[src/hdl/srp_pkg.sv]
// Types, constants and helpers shared by the symbol width repacker.
// No dependencies; compile first.
`default_nettype none

package srp_pkg;

  localparam int SYMBOL_BITS = 8;
  localparam int WIDTH_W     = 4;
  localparam int CNT_W       = 3;
  localparam int CFG_IDX_W   = 1;
  localparam int CFG_DATA_W  = 4;
  localparam int QDEPTH      = 2;
  localparam int QPTR_W      = 1;
  localparam int QCNT_W      = 2;

  typedef logic [SYMBOL_BITS-1:0] sym_t;
  typedef logic [WIDTH_W-1:0]     width_t;
  typedef logic [CNT_W-1:0]       cnt_t;
  typedef logic [CFG_IDX_W-1:0]   cfg_idx_t;
  typedef logic [CFG_DATA_W-1:0]  cfg_data_t;

  localparam width_t   SYM_BITS_W   = width_t'(SYMBOL_BITS);
  localparam cfg_idx_t CFG_IN_BITS  = 1'b0;
  localparam cfg_idx_t CFG_OUT_BITS = 1'b1;

  typedef struct packed {
    logic   pass;
    logic   last;
    sym_t   data;
    width_t rem;
  } srp_entry_t;

  function automatic width_t eff_width(width_t w);
    width_t r;
    if (w == '0) begin
      r = width_t'(1);
    end else if (w > SYM_BITS_W) begin
      r = SYM_BITS_W;
    end else begin
      r = w;
    end
    return r;
  endfunction

endpackage

`default_nettype wire

[src/hdl/srp_stream_if.sv]
// Valid/ready stream channel carrying one symbol and a last flag.
// Depends on srp_pkg.
`default_nettype none

interface srp_stream_if;
  import srp_pkg::*;

  logic valid;
  logic ready;
  sym_t symbol;
  logic last;

  modport source (output valid, output symbol, output last, input ready);
  modport sink   (input valid, input symbol, input last, output ready);
  modport mon    (input valid, input symbol, input last, input ready);
endinterface

`default_nettype wire

[src/hdl/srp_front.sv]
// Front end: accepts input items and classifies them into queue entries.
// Depends on srp_pkg and srp_stream_if.
`default_nettype none

module srp_front import srp_pkg::*; (
  srp_stream_if.sink  in_ch,
  input  width_t      ib,
  input  width_t      ob,
  input  logic        q_full,
  output logic        push,
  output srp_entry_t  entry
);

  width_t align_shift;

  assign in_ch.ready = !q_full;
  assign push        = in_ch.valid && !q_full;
  assign align_shift = SYM_BITS_W - ib;

  always_comb begin
    entry.pass = (ib == ob);
    entry.last = in_ch.last;
    entry.rem  = ib;
    if (ib == ob) begin
      entry.data = in_ch.symbol;
    end else begin
      entry.data = sym_t'(in_ch.symbol << align_shift);
    end
  end

endmodule

`default_nettype wire

[src/hdl/srp_queue.sv]
// Two-entry queue between the front and back ends.
// Depends on srp_pkg.
`default_nettype none

module srp_queue import srp_pkg::*; (
  input  logic       clk,
  input  logic       rst_n,
  input  logic       push,
  input  srp_entry_t push_entry,
  output logic       full,
  input  logic       pop,
  output logic       head_valid,
  output srp_entry_t head
);

  srp_entry_t              mem_r [QDEPTH];
  logic [QPTR_W-1:0]       wr_ptr_r;
  logic [QPTR_W-1:0]       rd_ptr_r;
  logic [QCNT_W-1:0]       count_r;
  logic [QCNT_W-1:0]       count_nxt;

  assign full       = (count_r == QCNT_W'(QDEPTH));
  assign head_valid = (count_r != '0);
  assign head       = mem_r[rd_ptr_r];

  always_comb begin
    count_nxt = count_r;
    if (push && !pop) begin
      count_nxt = count_r + QCNT_W'(1);
    end else if (pop && !push) begin
      count_nxt = count_r - QCNT_W'(1);
    end
  end

  always_ff @(posedge clk) begin
    if (push) begin
      mem_r[wr_ptr_r] <= push_entry;
    end
  end

  always_ff @(posedge clk) begin
    if (!rst_n) begin
      wr_ptr_r <= '0;
      rd_ptr_r <= '0;
      count_r  <= '0;
    end else begin
      count_r <= count_nxt;
      if (push) begin
        wr_ptr_r <= (wr_ptr_r == QPTR_W'(QDEPTH - 1)) ? '0 : wr_ptr_r + QPTR_W'(1);
      end
      if (pop) begin
        rd_ptr_r <= (rd_ptr_r == QPTR_W'(QDEPTH - 1)) ? '0 : rd_ptr_r + QPTR_W'(1);
      end
    end
  end

endmodule

`default_nettype wire

[src/hdl/srp_back.sv]
// Back end: bit accumulator that packs entries into output symbols.
// Depends on srp_pkg and srp_stream_if.
`default_nettype none

module srp_back import srp_pkg::*; (
  input  logic        clk,
  input  logic        rst_n,
  input  logic        head_valid,
  input  srp_entry_t  head,
  output logic        pop,
  input  width_t      ob,
  input  logic        cfg_clear,
  srp_stream_if.source out_ch
);

  logic   started_r;
  sym_t   bits_r;
  width_t rem_r;
  sym_t   acc_r;
  sym_t   acc_nxt;
  cnt_t   cnt_r;
  cnt_t   cnt_nxt;
  logic   out_valid_r;
  sym_t   out_symbol_r;
  logic   out_last_r;

  sym_t        cur_bits;
  width_t      cur_rem;
  width_t      need;
  width_t      take;
  width_t      rem_after;
  width_t      cnt_sum;
  width_t      pad_shift;
  sym_t        top_bits;
  sym_t        bits_after;
  logic [15:0] acc_wide;
  sym_t        new_acc;
  sym_t        padded;
  logic        step;
  logic        emit;
  logic        done;
  sym_t        emit_sym;
  logic        emit_last;

  assign out_ch.valid  = out_valid_r;
  assign out_ch.symbol = out_symbol_r;
  assign out_ch.last   = out_last_r;

  assign cur_bits   = started_r ? bits_r : head.data;
  assign cur_rem    = started_r ? rem_r : head.rem;
  assign need       = ob - width_t'(cnt_r);
  assign take       = (cur_rem < need) ? cur_rem : need;
  assign top_bits   = cur_bits >> (SYM_BITS_W - take);
  assign acc_wide   = {8'h00, acc_r} << take;
  assign new_acc    = acc_wide[7:0] | top_bits;
  assign rem_after  = cur_rem - take;
  assign bits_after = cur_bits << take;
  assign cnt_sum    = width_t'(cnt_r) + cur_rem;
  assign pad_shift  = ob - cnt_sum;
  assign padded     = new_acc << pad_shift;
  assign step       = head_valid && (!out_valid_r || out_ch.ready);
  assign pop        = step && done;

  always_comb begin
    emit      = 1'b0;
    emit_sym  = '0;
    emit_last = 1'b0;
    acc_nxt   = acc_r;
    cnt_nxt   = cnt_r;
    done      = 1'b0;
    if (head.pass) begin
      emit      = 1'b1;
      emit_sym  = head.data;
      emit_last = head.last;
      done      = 1'b1;
      if (head.last) begin
        acc_nxt = '0;
        cnt_nxt = '0;
      end
    end else if (take == need) begin
      emit      = 1'b1;
      emit_sym  = new_acc;
      emit_last = head.last && (rem_after == '0);
      acc_nxt   = '0;
      cnt_nxt   = '0;
      done      = (rem_after == '0);
    end else begin
      done = 1'b1;
      if (head.last) begin
        emit      = 1'b1;
        emit_sym  = padded;
        emit_last = 1'b1;
        acc_nxt   = '0;
        cnt_nxt   = '0;
      end else begin
        acc_nxt = new_acc;
        cnt_nxt = cnt_t'(cnt_sum);
      end
    end
  end

  always_ff @(posedge clk) begin
    if (!rst_n) begin
      started_r   <= 1'b0;
      out_valid_r <= 1'b0;
      acc_r       <= '0;
      cnt_r       <= '0;
    end else begin
      if (cfg_clear) begin
        acc_r <= '0;
        cnt_r <= '0;
      end else if (step) begin
        acc_r <= acc_nxt;
        cnt_r <= cnt_nxt;
      end
      if (step) begin
        started_r <= !done;
      end
      if (step && emit) begin
        out_valid_r <= 1'b1;
      end else if (out_ch.ready) begin
        out_valid_r <= 1'b0;
      end
    end
  end

  always_ff @(posedge clk) begin
    if (step) begin
      bits_r <= bits_after;
      rem_r  <= rem_after;
    end
    if (step && emit) begin
      out_symbol_r <= emit_sym;
      out_last_r   <= emit_last;
    end
  end

endmodule

`default_nettype wire

[src/hdl/symbol_width_repacker.sv]
// Top level of the symbol width repacker: width registers, front, queue, back.
// Depends on srp_pkg, srp_stream_if, srp_front, srp_queue and srp_back.
//
// Repacks in_bits-bit symbols into out_bits-bit symbols, MSB first, zero
// padding the final partial symbol of a packet. The back end emits at most
// one output symbol per cycle from a single output register. It works on an
// item in steps, each emitting at most one output symbol; a non-last item
// whose final bits only enter the accumulator needs a step that emits
// nothing. Items of equal widths pass straight through, and 8-bit in to 1-bit
// out gives the most output symbols per item. The back end holds while the
// output register waits on out_ch.ready. The first result of an item passes
// through the queue and then the output register. A two-entry queue lets new
// items enter while the back end is still busy or stalled. Width writes clear
// the accumulator; write them only while idle.
`default_nettype none

module symbol_width_repacker import srp_pkg::*; (
  input  logic          clk,
  input  logic          rst_n,
  srp_stream_if.sink    in_ch,
  srp_stream_if.source  out_ch,
  input  logic          cfg_we,
  input  cfg_idx_t      cfg_index,
  input  cfg_data_t     cfg_data
);

  width_t     in_bits_r;
  width_t     out_bits_r;
  width_t     ib;
  width_t     ob;
  logic       cfg_clear;
  logic       q_full;
  logic       push;
  srp_entry_t push_entry;
  logic       pop;
  logic       head_valid;
  srp_entry_t head;

  assign ib        = eff_width(in_bits_r);
  assign ob        = eff_width(out_bits_r);
  assign cfg_clear = cfg_we;

  always_ff @(posedge clk) begin
    if (!rst_n) begin
      in_bits_r  <= SYM_BITS_W;
      out_bits_r <= SYM_BITS_W;
    end else if (cfg_we) begin
      unique case (cfg_index)
        CFG_IN_BITS:  in_bits_r  <= width_t'(cfg_data);
        CFG_OUT_BITS: out_bits_r <= width_t'(cfg_data);
        default: ;
      endcase
    end
  end

  srp_front u_front (
    .in_ch  (in_ch),
    .ib     (ib),
    .ob     (ob),
    .q_full (q_full),
    .push   (push),
    .entry  (push_entry)
  );

  srp_queue u_queue (
    .clk        (clk),
    .rst_n      (rst_n),
    .push       (push),
    .push_entry (push_entry),
    .full       (q_full),
    .pop        (pop),
    .head_valid (head_valid),
    .head       (head)
  );

  srp_back u_back (
    .clk        (clk),
    .rst_n      (rst_n),
    .head_valid (head_valid),
    .head       (head),
    .pop        (pop),
    .ob         (ob),
    .cfg_clear  (cfg_clear),
    .out_ch     (out_ch)
  );

endmodule

`default_nettype wire

[src/flat_wrapper.sv]
// flat-port wrapper written by rule: the top's interface ports become plain ports
module symbol_width_repacker_flat import srp_pkg::*;
  (clk, rst_n, cfg_we, cfg_index, cfg_data, in_ch_valid, in_ch_symbol, in_ch_last, in_ch_ready, out_ch_valid, out_ch_symbol, out_ch_last, out_ch_ready);
  srp_stream_if in_ch_i ();
  srp_stream_if out_ch_i ();
  input  logic clk;
  input  logic rst_n;
  input  logic cfg_we;
  input  cfg_idx_t cfg_index;
  input  cfg_data_t cfg_data;
  input wire logic [$bits(in_ch_i.valid)-1:0] in_ch_valid;
  input wire logic [$bits(in_ch_i.symbol)-1:0] in_ch_symbol;
  input wire logic [$bits(in_ch_i.last)-1:0] in_ch_last;
  output wire logic [$bits(in_ch_i.ready)-1:0] in_ch_ready;
  output wire logic [$bits(out_ch_i.valid)-1:0] out_ch_valid;
  output wire logic [$bits(out_ch_i.symbol)-1:0] out_ch_symbol;
  output wire logic [$bits(out_ch_i.last)-1:0] out_ch_last;
  input wire logic [$bits(out_ch_i.ready)-1:0] out_ch_ready;
  assign in_ch_i.valid = in_ch_valid;
  assign in_ch_i.symbol = in_ch_symbol;
  assign in_ch_i.last = in_ch_last;
  assign in_ch_ready = in_ch_i.ready;
  assign out_ch_valid = out_ch_i.valid;
  assign out_ch_symbol = out_ch_i.symbol;
  assign out_ch_last = out_ch_i.last;
  assign out_ch_i.ready = out_ch_ready;
  symbol_width_repacker u_core (.clk(clk), .rst_n(rst_n), .in_ch(in_ch_i), .out_ch(out_ch_i), .cfg_we(cfg_we), .cfg_index(cfg_index), .cfg_data(cfg_data));
endmodule
[config.mk]
export PLATFORM = sky130hd
export DESIGN_NAME = symbol_width_repacker_flat
export DESIGN_NICKNAME = d
export VERILOG_FILES = /design/src/hdl/srp_pkg.sv /design/src/hdl/srp_stream_if.sv /design/src/hdl/srp_front.sv /design/src/hdl/srp_queue.sv /design/src/hdl/srp_back.sv /design/src/hdl/symbol_width_repacker.sv /design/src/flat_wrapper.sv
export SDC_FILE = /design/constraint.sdc
export NUM_CORES = 1
export LEC_CHECK = 0
export BUFFER_PORTS_ARGS = -buffer_cell sky130_fd_sc_hd__buf_4
export CORE_UTILIZATION = 30
export CTS_CLUSTER_SIZE = 14
export DETAILED_ROUTE_END_ITERATION = 16
export PLACE_DENSITY = 0.43
export SKIP_CTS_REPAIR_TIMING = 1
export SLEW_MARGIN = 20
export SYNTH_ARGS = -nofsm -noshare
export SYNTH_HDL_FRONTEND = slang
export SYNTH_SLANG_ARGS = --single-unit
[constraint.sdc]
create_clock -name clk -period 7.66 [get_ports clk]
set_input_delay 1.149 -clock clk [delete_from_list [all_inputs] [get_ports clk]]
set_output_delay 1.149 -clock clk [all_outputs]
set_load 0.05 [all_outputs]
======== Word-level counts from Yosys, hierarchy flattened ========
Memories as Yosys holds them, arrays and structs flattened. A register that Yosys moved wholly into a read port is not among the register bits.
Index checks and enable logic that the tools add are counted.
word-level totals
  register bits ........................... 46
  latch bits .............................. 0
  bits in writable memories ............... 28
  ROM bits ................................ 0
  output and inout port bits .............. 11
  memories kept ........................... 1
operators by class
  add/sub/neg operators ................... 10
  $mul .................................... 0
  divide/modulo/power cells ............... 0
  magnitude comparators ................... 3
  equal/unequal tests ..................... 4
  shift operators ......................... 5
  multiplexer cells ....................... 36
  bitwise logic cells ..................... 3
  reduce and logical (&&, ||, !) cells .... 23
memory list
  name                  words  width  read ports  clocked after memory_dff  wr ports  RTL line         text
  u_core.u_queue.mem_r  2      14     1           1                         1         srp_queue.sv:16  srp_entry_t mem_r [QDEPTH];
operator list
  cell                 count
  $mux 8               9
  $shl 8x4->8          4
  $mux 4               6
  $mux 1               15
  $logic_not 4->1      3
  $mux 3               4
  $eq 4x4->1           2
  $gt 4x4->1 const B   2
  $or 8x8->8           1
  $shr 8x4->8          1
  $sub 4x4->4          2
  $sub 4x4->4 const A  2
  $logic_and 1x1->1    7
  $reduce_and 2->1     3
  $reduce_bool 2->1    3
  $logic_not 1->1      5
  $add 3x4->4          1
  $lt 4x4->1           1
  $mux 2               2
  $sub 4x3->4          1
  $add 1x1->1 const B  2
  $add 2x1->2 const B  1
  $eq 2x2->1 const B   1
  $ne 2x2->1 const B   1
  4 further kinds      5

======== Logic depth before layout (Yosys ltp) ========
  depth in word-level cells ............... 14
  gate-level depth with buffers ........... 28
  gate-level depth less buffers ........... 26

======== Cells and area by module ========
Synthesis repeated with hierarchy kept, for this count alone.
unflattened totals
  cell total of the unflattened synthesis .. 585
  area, all modules ....................... 5527.8 um^2
modules (own cells, without submodules)
  module                 instances  cells each  area each (um^2)  seq. area each (um^2)
  srp_back               1          412         3429.5            890.9
  srp_queue              1          65          1227.4            940.9
  srp_front              1          65          491.7             0.0
  symbol_width_repacker  1          43          379.1             160.2

======== Worst setup path before layout ========
OpenSTA, ideal clock, no wires.
  kind .................................... reg-to-reg
  from .................................... reg u_core.out_bits_r[1]
  to ...................................... reg u_core.u_queue.count_r[1]
  data arrival time ....................... 5442 ps
  path slack .............................. 2142 ps
  stages on the path, launching flop included .. 26
  clock period less this slack ............ 5518 ps
  cells stage by stage .................... dfxtp_1 -> nor2_1 -> o21bai_1 -> ha_1 -> inv_1 -> ha_1 -> or2_2 -> o211ai_1 -> ha_1 -> a21o_1 -> a21o_1 -> o21ai_4 -> inv_4 -> buf_2 -> ha_1 -> inv_1 -> ha_1 -> nor3_1 -> a21oi_1 -> o22ai_1 -> or3_1 -> o31ai_1 -> nand2_1 -> ha_1 -> or3_1 -> a21boi_0
between the ends
  cells in the longest elaborated chain, start to end .. 14
  elaborated cells on any way between the ends .. 18
ends and longest elaborated chain
  what                                                RTL line                     text
  start, declared                                     symbol_width_repacker.sv:28  width_t out_bits_r;
  start signal, assigned                              symbol_width_repacker.sv:50  CFG_OUT_BITS: out_bits_r <= width_t'(cfg_data);
  $gt 4x4->1                                          srp_pkg.sv:37                end else if (w > SYM_BITS_W) begin
  $mux 4                                              srp_pkg.sv:37
  $mux 4 *                                            srp_pkg.sv:35                if (w == '0) begin
  $sub 4x3->4 *                                       srp_back.sv:51               assign need = ob - width_t'(cnt_r);
  $lt 4x4->1                                          srp_back.sv:52               assign take = (cur_rem < need) ? cur_rem : need;
  $mux 4 *                                            srp_back.sv:52
  $sub 4x4->4 *                                       srp_back.sv:56               assign rem_after = cur_rem - take;
  via u_core.u_back.rem_after[2]                      srp_back.sv:31               width_t rem_after;
  $logic_not 4->1 *                                   srp_back.sv:86               done = (rem_after == '0);
  $mux 1 *                                            srp_back.sv:80               end else if (take == need) begin
  $mux 1 *                                            srp_back.sv:71               if (head.pass) begin
  $logic_and 1x1->1 *                                 srp_back.sv:62               assign pop = step && done;
  $logic_not 1->1                                     srp_queue.sv:28              if (push && !pop) begin
  $logic_and 1x1->1                                   srp_queue.sv:28
  $mux 2 / $reduce_bool 2->1 (equally long branches)  -
  end signal, assigned                                srp_queue.sv:47              count_r <= count_nxt;
  end, declared                                       srp_queue.sv:19              logic [QCNT_W-1:0] count_r;
The timed path passes the listed nets; every way through them passes the cells marked *.
A chain may end at the register's enable or synchronous reset.

======== Worst setup path in the final report ========
Same ends and word-level chain as after synthesis.

==> reports/metrics.yaml <==
logic_synthesis:
  synthArstFlopShare: 0
  synthCells: 597
  synth_enable_flop_cells: 49
  synth_nets: 636
  synth_area_per_cell_um2: 9.27
  ys_types: 82
  synth_area_um2: 5540
  synth_warnings: 0
  ys_ff_latch: 75
  ys_seq_area_frac: 0.360
  synthFlopType: "edfxtp_1"
sta:
  period_share: 0.809
  slew_viol_final: 0
  fin_crit_ns: 6.20
  fin_worst_skew_ns: 0.00545
  hold_viol_final: 0
  worst_slack_ns: 1.46
  tns_ns: 0
  slew_headroom: 0.287
  max_freq_mhz: 161
  rsz0062_at_grt: "false"
  setup_viol: 0
  max_slew.worst_pin.slew_ns: 1.07
grt:
  grt-ovfl-total: 0
  grt_pass1_wl_um: 25500
  grt_max_degree: 20
  grt_pass1_vias: 4692
  antenna_found_initial: 0
  grt_usage: 0.180
worst_hold_path:
  min_path_type: "reg2reg"
  min_path_cells: 2
critical_path:
  crit_cells: 25
  path_buf_inv: 4
  cp.arrival_ns: 6.46
  worstSetupEndpointType: "flop"
  start_kind: "flop"
  crit_fanout: 19
  rr_worst_depth: 25
  cp.required_ns: 7.93
  critPathTopFamily: "compound AO/OA/AOI/OAI gates"
  critPathKind: "reg2reg"
  cp_common_cell: "ha_1"
  crit_slowest_cell: "o21ai_4"
  max_stage_delay_ns: 0.48
pwr:
  power.density_nw_per_um2: 491
  p_leak_nw: 2.36
  internal-power_mw: 1.53
  p_sw_mw: 1.55
  vdd_drop_max_v: 0.000153
  p_clk_frac: 0.149
  switching_share: 0.503
  seq_power_share: 0.208
  share_comb_of_total_power: 0.643
finish:
  n_antenna_cell: 0
  nNetsFinal: 654
  drive_gt1_frac: 0.148
  n_fill_cell: 1841
  syn2layout_area_growth_pct: 13.3
  final_common_cell: "nand2_1"
  regArea_um2: 1990
  multiInputGateArea_um2: 3310
  layout_common_cells: "nand2_1 (51), edfxtp_1 (49), nor2_1 (46)"
detailed_routing:
  via_count: 4819
  drtIter0Drc: 533
  ant_nets: 0
  dr.pass1.iters: 5
  drc: 0
  routed_wl_um: 16500
  via_per_inst: 5.68
  post_drt_wl_per_cell_um: 19.4
place:
  dpl.hpwl_um: 12600
  port-buffer-count: 29
  globalplace.congestion: 0.881
  place_ws_ns: 1.46
floorplanning:
  rows: 49
  die_w_um: 138
  io_pins: 30
  coreArea_um2: 18000
  initial_core_util: 0.307
  dieArea_um2: 19000
  die_y_um: 138
clock_network:
  max-clock-path-buffers: 2
  clock_latency_ns: 0.34
  clock_sinks: 75
  cts_made_buffers: 9
  clkSlewWorstSetupHoldPaths_ns: 0.06
  cts_root_buf: "clkbuf_16"
  htreeDepth: 3
  cts_tree: "done"
status:
  status: "completed"
run:
  drv_cap: 0
[cells in the mapped netlist, drive strengths merged (3+ instances only)]
master,count,share of area
a22o,4,0.0063
mux2,17,0.036
edfxtp,49,0.27
o21a,3,0.0041
and3,7,0.0079
nor4,3,0.0056
o21ai,26,0.026
nand3,21,0.020
xor2,8,0.013
ha,19,0.043
a2111o,3,0.0061
a31oi,5,0.0056
inv,28,0.019
xnor2,7,0.011
a221oi,5,0.0079
a22oi,11,0.015
o22ai,4,0.0045
or3,5,0.0056
a221o,3,0.0054
a21boi,6,0.0081
a21oi,35,0.032
o31ai,3,0.0041
dfxtp,26,0.094
mux2i,35,0.068
o21bai,3,0.0041
nor2b,7,0.0079
o211a,4,0.0072
nand2,51,0.035
nand2b,8,0.0090
a32oi,3,0.0047
a211oi,20,0.033
a211o,7,0.011
nor2,47,0.032
o211ai,16,0.022
and2,10,0.011
nor3,18,0.017
nand4,6,0.0079
buf,10,0.011
or2,5,0.0056
clkbuf,17,0.012
a21o,10,0.014
[routing by layer]
metal	up-vias	GRT usage	wire length, um
li1	2307	-	-
met1	2324	0.234	7600
met2	152	0.290	7660
met3	36	0.0300	705
met4	0	0.0851	486
met5	-	0	0
[cells by family (layout without fill, tap and decap cells)]
group | count (synthesis) | after routing | synth area share
AOI/OAI and AO/OA | 186 | 186 | 0.247
xor gates and xnor gates | 16 | 16 | 0.0278
adders and majority gates | 21 | 21 | 0.0484
buffers and inverters | 55 | 78 | 0.0418
DFF | 75 | 75 | 0.360
muxes | 52 | 52 | 0.104
and+or+nand+nor | 192 | 192 | 0.171
[worst register-to-register path: stages (launching register included)]
cell      delay (ns)
dfxtp_1         0.45
nor2_1          0.08
o21bai_1        0.27
ha_1            0.27
inv_1           0.06
ha_1            0.19
or2_2           0.27
o211ai_1        0.16
buf_4           0.19
ha_1            0.28
a21o_1          0.23
a21o_1          0.25
o21ai_4         0.48
inv_4           0.21
ha_1            0.29
inv_1           0.13
ha_1            0.20
nor3_1          0.06
a21oi_1         0.13
o22ai_1         0.11
or3_1           0.33
o31ai_1         0.36
nand2_1         0.21
ha_1            0.40
or3_1           0.37
a21boi_0        0.16
[flip-flops by register name, summed over array words and instances, names as in the netlist, 2 cells and up, named ones only]
register	cells
u_core.u_back.out_ch.symbol	8
u_core.u_back.acc_r	8
u_core.u_back.rem_r	4
u_core.u_queue.mem_r	28
u_core.u_queue.count_r	2
u_core.out_bits_r	4
u_core.u_back.bits_r	8
u_core.u_back.cnt_r	3
u_core.in_bits_r	4
[stage by stage]
step	util	hold slack, ns	area (um2)	total power [mW]	cells
6_report	0.348	0.472	6270	3.08	849
3_5_place_dp	0.330	0.464	5950	2.59	833
5_1_grt	0.348	0.497	6270	3.27	849
3_3_place_gp	0.330	0.449	5950	2.62	833
2_1_floorplan	-	0.430	5540	2.10	597
4_1_cts	0.348	0.474	6270	3.06	849
[worst paths after layout]
path / from / to / slack (ns)
worst max register to register: u_core.out_bits_r[1]$_SDFFE_PN0P_ / u_core.u_queue.count_r[1]$_SDFFE_PN0P_ / 1.46
worst min register to register: u_core.out_bits_r[0]$_SDFFE_PN0P_ / u_core.out_bits_r[0]$_SDFFE_PN0P_ / 0.47
worst min-delay path: u_core.out_bits_r[0]$_SDFFE_PN0P_ / u_core.out_bits_r[0]$_SDFFE_PN0P_ / 0.47
worst max-delay path: u_core.out_bits_r[1]$_SDFFE_PN0P_ / u_core.u_queue.count_r[1]$_SDFFE_PN0P_ / 1.46
[power groups by stage]
stage          Clock (mW)  Sequential, mW  Combinational, mW
3_5_place_dp            0           0.651               1.94
4_1_cts             0.470           0.644               1.95
5_1_grt             0.485           0.654               2.13
2_1_floorplan           0           0.717               1.38
6_report            0.459           0.640               1.98
3_3_place_gp            0           0.649               1.97
[area by class of cell]
cell class                 instances  area share
multi-input combinational        467       0.528
clock inverter                     6      0.0142
sequential                        75       0.318
tap                              229      0.0457
inverter                          28      0.0172
timing repair buffer              34      0.0407
clock buffer                      10      0.0365
No activity file was read; power rests on OpenSTA's default activity.
